## src/rtl/core/vrs_pkg.sv

```systemverilog
// Shared types and constants of the vibration RMS/std accumulator.
// No dependencies; vrs_if, vrs_dp, vrs_ctrl, the top level and the checker refer to it.
`default_nettype none

package vrs_pkg;

  localparam int RAW_W      = 16;
  localparam int VAL_W      = 24;
  localparam int CFG_IDX_W  = 3;
  localparam int CFG_DATA_W = 16;
  localparam int RAD_W      = 48;
  localparam int MAX_PACKET_DEF = 4096;

  localparam logic [CFG_IDX_W-1:0] REG_STATS_MODE  = 3'd0;
  localparam logic [CFG_IDX_W-1:0] REG_ALL_AXES    = 3'd1;
  localparam logic [CFG_IDX_W-1:0] REG_AXIS_SELECT = 3'd2;
  localparam logic [CFG_IDX_W-1:0] REG_DECIMATION  = 3'd3;
  localparam logic [CFG_IDX_W-1:0] REG_PACKET_LEN  = 3'd4;
  localparam logic [CFG_IDX_W-1:0] REG_SCALE_Q16   = 3'd5;

  localparam logic [15:0] RST_DECIMATION = 16'd1;
  localparam logic [12:0] RST_PACKET_LEN = 13'd4096;
  localparam logic [15:0] RST_SCALE_Q16  = 16'd7995;

  localparam logic [1:0] AXIS_X   = 2'd0;
  localparam logic [1:0] AXIS_Y   = 2'd1;
  localparam logic [1:0] AXIS_Z   = 2'd2;
  localparam logic [1:0] AXIS_BAD = 2'd3;
  localparam logic [1:0] TAG_ALL  = 2'd3;

  localparam logic signed [VAL_W-1:0] STAT_MAX = 24'sh7FFFFF;

  typedef enum logic [1:0] {
    KIND_SAMPLE = 2'd0,
    KIND_RMS    = 2'd1,
    KIND_STD    = 2'd2
  } kind_t;

  typedef struct packed {
    logic       accept;
    logic       scale;
    logic       count;
    logic       acc;
    logic       mul1;
    logic       mul2;
    logic       calc_var;
    logic       div_go;
    logic       div_std;
    logic       sqrt_go;
    logic       store_rms;
    logic       store_std;
    logic       load_out;
    logic       clear_sums;
    kind_t      out_kind;
    logic [1:0] axis;
  } cmd_t;

  typedef struct packed {
    logic keep_now;
    logic stats_mode;
    logic close;
    logic out_free;
    logic div_done;
    logic sqrt_done;
  } sts_t;

endpackage

`default_nettype wire

```

## src/rtl/core/vrs_ctrl.sv

```systemverilog
// Controller: sequences acceptance, scaling, accumulation, statistics and results.
// Depends on vrs_pkg for the command and status structs.
`default_nettype none

module vrs_ctrl (
  input  wire logic          clk,
  input  wire logic          rst_n,
  input  wire logic          in_valid,
  output logic               in_ready,
  input  wire vrs_pkg::sts_t sts,
  output vrs_pkg::cmd_t      cmd
);

  typedef enum logic [3:0] {
    S_IDLE, S_SCALE, S_MG, S_ACC, S_EMIT_S, S_MUL1, S_MUL2, S_VAR,
    S_WDR, S_WSR, S_WDS, S_WSS, S_EMIT_R, S_EMIT_D
  } state_t;

  state_t     state_r, state_nxt;
  logic [1:0] axis_r, axis_nxt;

  always_comb begin
    cmd       = '0;
    cmd.axis  = axis_r;
    state_nxt = state_r;
    axis_nxt  = axis_r;
    in_ready  = (state_r == S_IDLE);
    unique case (state_r)
      S_IDLE: begin
        if (in_valid) begin
          cmd.accept = 1'b1;
          if (sts.keep_now) state_nxt = S_SCALE;
        end
      end
      S_SCALE: begin
        cmd.scale = 1'b1;
        state_nxt = S_MG;
      end
      S_MG: begin
        cmd.count = 1'b1;
        state_nxt = sts.stats_mode ? S_ACC : S_EMIT_S;
      end
      S_ACC: begin
        cmd.acc = 1'b1;
        if (sts.close) begin
          axis_nxt  = vrs_pkg::AXIS_X;
          state_nxt = S_MUL1;
        end else begin
          state_nxt = S_IDLE;
        end
      end
      S_EMIT_S: begin
        cmd.out_kind = vrs_pkg::KIND_SAMPLE;
        if (sts.out_free) begin
          cmd.load_out = 1'b1;
          state_nxt    = S_IDLE;
        end
      end
      S_MUL1: begin
        cmd.mul1  = 1'b1;
        state_nxt = S_MUL2;
      end
      S_MUL2: begin
        cmd.mul2  = 1'b1;
        state_nxt = S_VAR;
      end
      S_VAR: begin
        cmd.calc_var = 1'b1;
        cmd.div_go   = 1'b1;
        state_nxt    = S_WDR;
      end
      S_WDR: begin
        if (sts.div_done) begin
          cmd.sqrt_go = 1'b1;
          state_nxt   = S_WSR;
        end
      end
      S_WSR: begin
        cmd.div_std = 1'b1;
        if (sts.sqrt_done) begin
          cmd.store_rms = 1'b1;
          cmd.div_go    = 1'b1;
          state_nxt     = S_WDS;
        end
      end
      S_WDS: begin
        if (sts.div_done) begin
          cmd.sqrt_go = 1'b1;
          state_nxt   = S_WSS;
        end
      end
      S_WSS: begin
        if (sts.sqrt_done) begin
          cmd.store_std = 1'b1;
          if (axis_r == vrs_pkg::AXIS_Z) begin
            state_nxt = S_EMIT_R;
          end else begin
            axis_nxt  = axis_r + 2'd1;
            state_nxt = S_MUL1;
          end
        end
      end
      S_EMIT_R: begin
        cmd.out_kind = vrs_pkg::KIND_RMS;
        if (sts.out_free) begin
          cmd.load_out = 1'b1;
          state_nxt    = S_EMIT_D;
        end
      end
      S_EMIT_D: begin
        cmd.out_kind = vrs_pkg::KIND_STD;
        if (sts.out_free) begin
          cmd.load_out   = 1'b1;
          cmd.clear_sums = 1'b1;
          state_nxt      = S_IDLE;
        end
      end
      default: state_nxt = S_IDLE;
    endcase
  end

  always_ff @(posedge clk) begin
    if (!rst_n) begin
      state_r <= S_IDLE;
      axis_r  <= vrs_pkg::AXIS_X;
    end else begin
      state_r <= state_nxt;
      axis_r  <= axis_nxt;
    end
  end

endmodule

`default_nettype wire

```

## config.mk

```make
export PLATFORM = sky130hd
export DESIGN_NAME = vrs_ctrl
export DESIGN_NICKNAME = d
export VERILOG_FILES = /design/src/rtl/core/vrs_pkg.sv /design/src/rtl/core/vrs_ctrl.sv
export SDC_FILE = /design/constraint.sdc
export NUM_CORES = 1
export LEC_CHECK = 0
export BUFFER_PORTS_ARGS = -buffer_cell sky130_fd_sc_hd__clkbuf_2
export CELL_PAD_IN_SITES_DETAIL_PLACEMENT = 0
export CELL_PAD_IN_SITES_GLOBAL_PLACEMENT = 1
export CORE_MARGIN = 8
export CORE_UTILIZATION = 33
export CTS_BUF_LIST = sky130_fd_sc_hd__clkbuf_4 sky130_fd_sc_hd__clkbuf_8
export DETAILED_ROUTE_END_ITERATION = 10
export GPL_TIMING_DRIVEN = 0
export HOLD_SLACK_MARGIN = 0.08
export MAX_ROUTING_LAYER = met4
export PLACE_DENSITY_LB_ADDON = 0.2
export SYNTH_ARGS = -nofsm -noshare
export SYNTH_HDL_FRONTEND = slang
export SYNTH_SLANG_ARGS = --single-unit
```

## constraint.sdc

```tcl
create_clock -name clk -period 1.9 [get_ports clk]
set_clock_uncertainty 0.05 [all_clocks]
set_input_delay 0.19 -clock clk [delete_from_list [all_inputs] [get_ports clk]]
set_output_delay 0.19 -clock clk [all_outputs]
set_load 0.005 [all_outputs]
```

==> results.toml, run 1 <==
[logic_synthesis]
synth_enable_flop_cells = 0
synth_top_cell_by_area = "dfxtp_1"
synth.top_cell.area_share = 0.187
synth_area_per_cell_um2 = 7.21
synth_seq_cells = 6
synth_cells = 89
synthFlopType = "dfxtp_1"
ys_seq_area_frac = 0.187
synth_area_leaders = "dfxtp_1, nand2_1, nand2b_1"
syn_nets = 99
async_flop_share = 0
ys_warn_count = 0
syn_area_um2 = 642
ys_types = 37

[timing]
setup_violations = 0
worstMarginPinSlew_ns = 0.357
relSlewSlack = 0.762
finalMaxSlewViolations = 0
worst_slack_ns = 0.139
rsz0062_at_grt = "false"
post-route-period-util = 0.927
final-hold-violation-count = 0
min_period_ns = 1.76
max_freq_mhz = 568
holdWs_ns = 0.262
fin_setup_tns_ns = 0

[detailed_routing]
drcViolationCount = 0
post_drt_wl_per_cell_um = 13.6
ant_nets = 0
viasPerCell = 5.01
drt_first_pass_iters = 4
initialDrtViolationCount = 11
vias = 727
wl_um = 1970

[worst_setup_path]
path_cells = "buf_2 -> nand2b_1 -> nor2_1 -> or2_2 -> clkbuf_2"
crit_type = "reg2out"
reg2regPathDepth = 6
critPathMaxStageDelay_ns = 0.33
rr_endpoint = "axis_r[1]$_SDFFE_PN0P_"
arrival_ns = 1.52
rrSetupSlack_ns = 0.37
crit_fanout = 10
rr_startpoint = "axis_r[0]$_SDFFE_PN0P_"
worst-path-buf-inv = 2
endpoint_kind = "output port"
cp_slowest_cell = "dfxtp_1"
worst_ep_required_time_ns = 1.66
critPathTopFamily = "simple AND/OR/NAND/NOR gates"
cp-start-kind = "register"

[clock_tree]
clk_path_buf_depth = 2
numClockSinks = 6
post_cts_buffers = 0
ctsRootBufferMaster = "clkbuf_4"
insertion_delay_ns = 0.24
cts_max_level = 1
clk_pin_slew_ns = 0.04
holdBufCountCts = 0
cts_buffers = 3
cts_tree = "done"
post_cts_resized = 0

[power]
p_leak_nw = 0.361
finalPower_mw = 0.658
power.density_nw_per_um2 = 794
ir_worst_vdd_uv = 324

[floorplan]
initial_utilization = 0.338
fp.dieW_um = 60.1
core_area_um2 = 1900
core.rowCount = 16
die_y_um = 60.1
dieArea_um2 = 3610
io_pins = 28

[worst_hold_path]
whs_path_depth = 4
hold_start = "sts[2]"
hp-class = "in2reg"
hold_end = "state_r[2]$_SDFFE_PN0P_"

[place]
placed_cells = 142
finalWeightedCongestion = 0.778
dp_hpwl_um = 1590
port_buffers = 26
pre_cts_ws_ns = 0.386

[global_route]
grtUsageTotal = 0.112
grt_pass1_wl_um = 3100
overflow = 0
grt_pass1_vias = 703
grt_max_degree = 11
antenna_found_initial = 0

[final_layout]
drive_gt1_frac = 0.356
finalNonFillerCells = 145
ff_latch_area_um2 = 120
diodes = 0
area_delta_synth_final_pct = 29.0
multi_input_area_um2 = 467
fill_cells = 210
num-nets-final = 130

[job]
maxCapViolCount = 0

[run_status]
status = "finished clean"
-- per-stage QoR --
stage / utilization / cell area, um^2
floorplan: - / 642
global placement: 0.424 / 806
detailed placement: 0.424 / 806
CTS: 0.436 / 828
global route: 0.436 / 828
finish: 0.436 / 828
-- synthesized netlist by cell type (all sizes together) (2+ instances only) --
cell and instances:
mux2i 3, o21ai 4, buf 7, a21oi 3, nor2b 6, inv 2, nand2b 6, nor2 8
nand2 11, nor3 7, dfxtp 6, a22oi 2, nand3b 2, nand3 3, nor4 4
-- where the power goes --
part	leakage (nW)	internal, mW	switching, mW
clock	0.0138	0.0713	0.0433
combinational	0.298	0.168	0.210
sequential	0.0487	0.143	0.0222
-- layout by cell type (no fill, tap or decap), types with 2 or more instances in the layout --
master,count
nand2b_1,6
clkbuf_4,3
nand2_1,11
a21oi_1,3
o21ai_0,2
clkbuf_2,26
buf_2,5
mux2i_1,3
dfxtp_1,6
nor3_1,6
nor2b_1,5
o21ai_1,2
nor4_1,3
nor2_1,8
nand3b_1,2
inv_1,2
nand3_1,3
-- cell families (layout without fill, tap and decap cells) --
family          after synthesis  after routing  share of synthesized area
simple gates                 52             52                      0.470
buf+inv                      10             39                     0.0858
flops                         6              6                      0.187
compound gates               17             17                      0.191
fa+ha+maj                     1              1                     0.0195
mux                           3              3                     0.0468
-- worst min-delay path, delay by kind of cell --
kind | cells | cell delay [ns]
buffers and inverters | 1 | 0.13
AO/OA/AOI/OAI | 1 | 0.06
AND/OR/NAND/NOR | 2 | 0.12
-- state kept, by name, indices dropped and copies added, names as in the netlist --
register  count
axis_r        2
state_r       4
-- area by class of cell --
class	count	area share
Multi-Input combinational cell	73	0.563
Timing Repair Buffer	26	0.157
Sequential cell	6	0.145
Buffer	8	0.0574
Tap cell	27	0.0408
Clock buffer	3	0.0272
Inverter	2	0.00906
-- how the worst max path moves through the flow --
stage / start / end / slack (ns) / depth (start not counted)
after floorplan: axis_r[0]$_SDFFE_PN0P_ / axis_r[0]$_SDFFE_PN0P_ / 0.47 / 6
after global placement: state_r[3]$_SDFFE_PN0P_ / state_r[2]$_SDFFE_PN0P_ / 0.37 / 5
after detailed placement: axis_r[0]$_SDFFE_PN0P_ / axis_r[0]$_SDFFE_PN0P_ / 0.39 / 6
after CTS: state_r[3]$_SDFFE_PN0P_ / cmd[10] / 0.13 / 5
after global routing: state_r[3]$_SDFFE_PN0P_ / cmd[10] / 0.06 / 5
final: state_r[3]$_SDFFE_PN0P_ / cmd[10] / 0.14 / 5
-- layer usage --
layer	vias to the layer above	global-route usage	share of wire
li1	379	-	-
met1	328	0.135	0.47
met2	18	0.174	0.46
met3	2	0.0215	0.065
met4	0	0.0510	0.0086
met5	-	-	0
No activity file was read; power rests on OpenSTA's default activity.
==> run 2: changes to the inputs <==
--- a/config.mk
+++ b/config.mk
@@ -8,7 +8,7 @@
 export BUFFER_PORTS_ARGS = -buffer_cell sky130_fd_sc_hd__clkbuf_2
 export CELL_PAD_IN_SITES_DETAIL_PLACEMENT = 0
 export CELL_PAD_IN_SITES_GLOBAL_PLACEMENT = 1
-export CORE_MARGIN = 8
+export CORE_MARGIN = 4
 export CORE_UTILIZATION = 33
 export CTS_BUF_LIST = sky130_fd_sc_hd__clkbuf_4 sky130_fd_sc_hd__clkbuf_8
 export DETAILED_ROUTE_END_ITERATION = 10
==> run 2 against run 1 <==
Sequential share of layout area hardly changed. Clock power hardly changed. First-iteration DRC count up 45%. Flip-flop and latch count unchanged. Combinational power barely moved. Largest power group unchanged. Global-route usage rose by 4.8 points. Utilization rose by 2.8 points. Largest cell class unchanged. Via count grew 2.2%. Final cell count is 1.4% lower. Worst setup slack gained 0.047 ns. Critical path depth unchanged. Critical path type unchanged. Cell area fell by 0.30%.
==> results.toml, run 2 (synthesis results as in run 1) <==
[run_status]
status = "finished clean"

[final_layout]
layout_common_cells = "clkbuf_2, nand2_1, nor2_1"
regMostFlops = "state_r"
fill_cells = 201
layout_commonest_cell = "clkbuf_2"
diodes = 0
area_delta_synth_final_pct = 28.7
design_area_um2 = 826
largest_register_ffs = 4
post-route-util = 0.463
reg_top3 = "state_r: 4 flops, axis_r: 2 flops"
num-nets-final = 130
drive_gt1_frac = 0.356

[clock_tree]
numClockSinks = 6
cts_tree = "done"
cts_buffers = 3
post_cts_buffers = 0
clk_pin_slew_ns = 0.04
ctsRootBufferMaster = "clkbuf_4"
holdBufCountCts = 0
cts_max_level = 1
insertion_delay_ns = 0.24
post_cts_resized = 0
clk_path_buf_depth = 2

[power]
power.density_nw_per_um2 = 796
finalPower_mw = 0.657
p_leak_nw = 0.361
ir_worst_vdd_uv = 496

[detailed_routing]
ant_nets = 0
wl_um = 1810
initialDrtViolationCount = 16
post_drt_wl_per_cell_um = 12.7
vias = 743
viasPerCell = 5.20
drcViolationCount = 0
drt_first_pass_iters = 4

[global_route]
grt_pass1_vias = 659
antenna_found_initial = 0
grtUsageTotal = 0.160
overflow = 0
grt_pass1_wl_um = 3150
grt_max_degree = 11

[timing]
final-hold-violation-count = 0
max_freq_mhz = 583
worst_slack_ns = 0.186
post-route-period-util = 0.902
worstMarginPinSlew_ns = 0.376
setup_violations = 0
relSlewSlack = 0.749
finalMaxSlewViolations = 0
min_period_ns = 1.71
fin_setup_tns_ns = 0
rsz0062_at_grt = "false"

[worst_setup_path]
arrival_ns = 1.47
cp-start-kind = "register"
crit_type = "reg2out"
crit_fanout = 10
endpoint_kind = "output port"
worst_ep_required_time_ns = 1.66

[floorplan]
initial_utilization = 0.360
fp.dieW_um = 52.1
core.rowCount = 15
die_y_um = 52.1
dieArea_um2 = 2710
io_pins = 28
core_area_um2 = 1780

[worst_hold_path]
hp-class = "in2reg"

[job]
maxCapViolCount = 0

[place]
finalWeightedCongestion = 0.747
pre_cts_ws_ns = 0.391
place_area_um2 = 803
port_buffers = 26
dp_hpwl_um = 1430
-- run 2: cell counts in the layout (fill, tap and decap cells not counted) --
No cell type changed its count.
-- run 2: critical path, cell delays in order, from the launching register on --
cell      delay (ns)
dfxtp_1         0.33
buf_2           0.21
nand2b_1        0.20
nor2_1          0.09
or2_2           0.29
clkbuf_2        0.11
-- run 2: power by group --
| part | internal, mW | total (mW) | switching (mW) |
|---|---|---|---|
| combinational | 0.168 | 0.379 | 0.211 |
| sequential | 0.143 | 0.165 | 0.0221 |
| clock | 0.0712 | 0.114 | 0.0425 |
-- run 2: per-layer routing --
layer  vias to the layer above  track usage  share of wire
met2                        21        0.222           0.46
met5                         -            -              0
met3                         0       0.0630          0.073
li1                        381            -              -
met4                         0       0.0262              0
met1                       341        0.220           0.47
-- run 2: stage by stage --
step,hold slack [ns],std cells
6_report,0.255,143
5_1_grt,0.296,143
4_1_cts,0.243,143
3_5_place_dp,0.499,140
3_3_place_gp,0.479,140
2_1_floorplan,0.316,89
-- run 2: final cells by class --
type                       count  area, um^2  area share
buffer                         8        47.5      0.0576
sequential                     6         120       0.145
inverter                       2        7.51     0.00909
clock buffer                   3        22.5      0.0273
multi-input combinational     73         467       0.565
tap                           25        31.3      0.0379
timing repair buffer          26         130       0.158
-- run 2: final timing paths --
check,start,endpoint,slack [ns],cells past startpoint
setup / recovery,state_r[3]$_SDFFE_PN0P_,cmd[10],0.19,5
hold / removal,sts[2],state_r[2]$_SDFFE_PN0P_,0.25,4
setup reg to reg,axis_r[0]$_SDFFE_PN0P_,axis_r[1]$_SDFFE_PN0P_,0.39,6
hold reg to reg,axis_r[1]$_SDFFE_PN0P_,axis_r[1]$_SDFFE_PN0P_,0.50,2
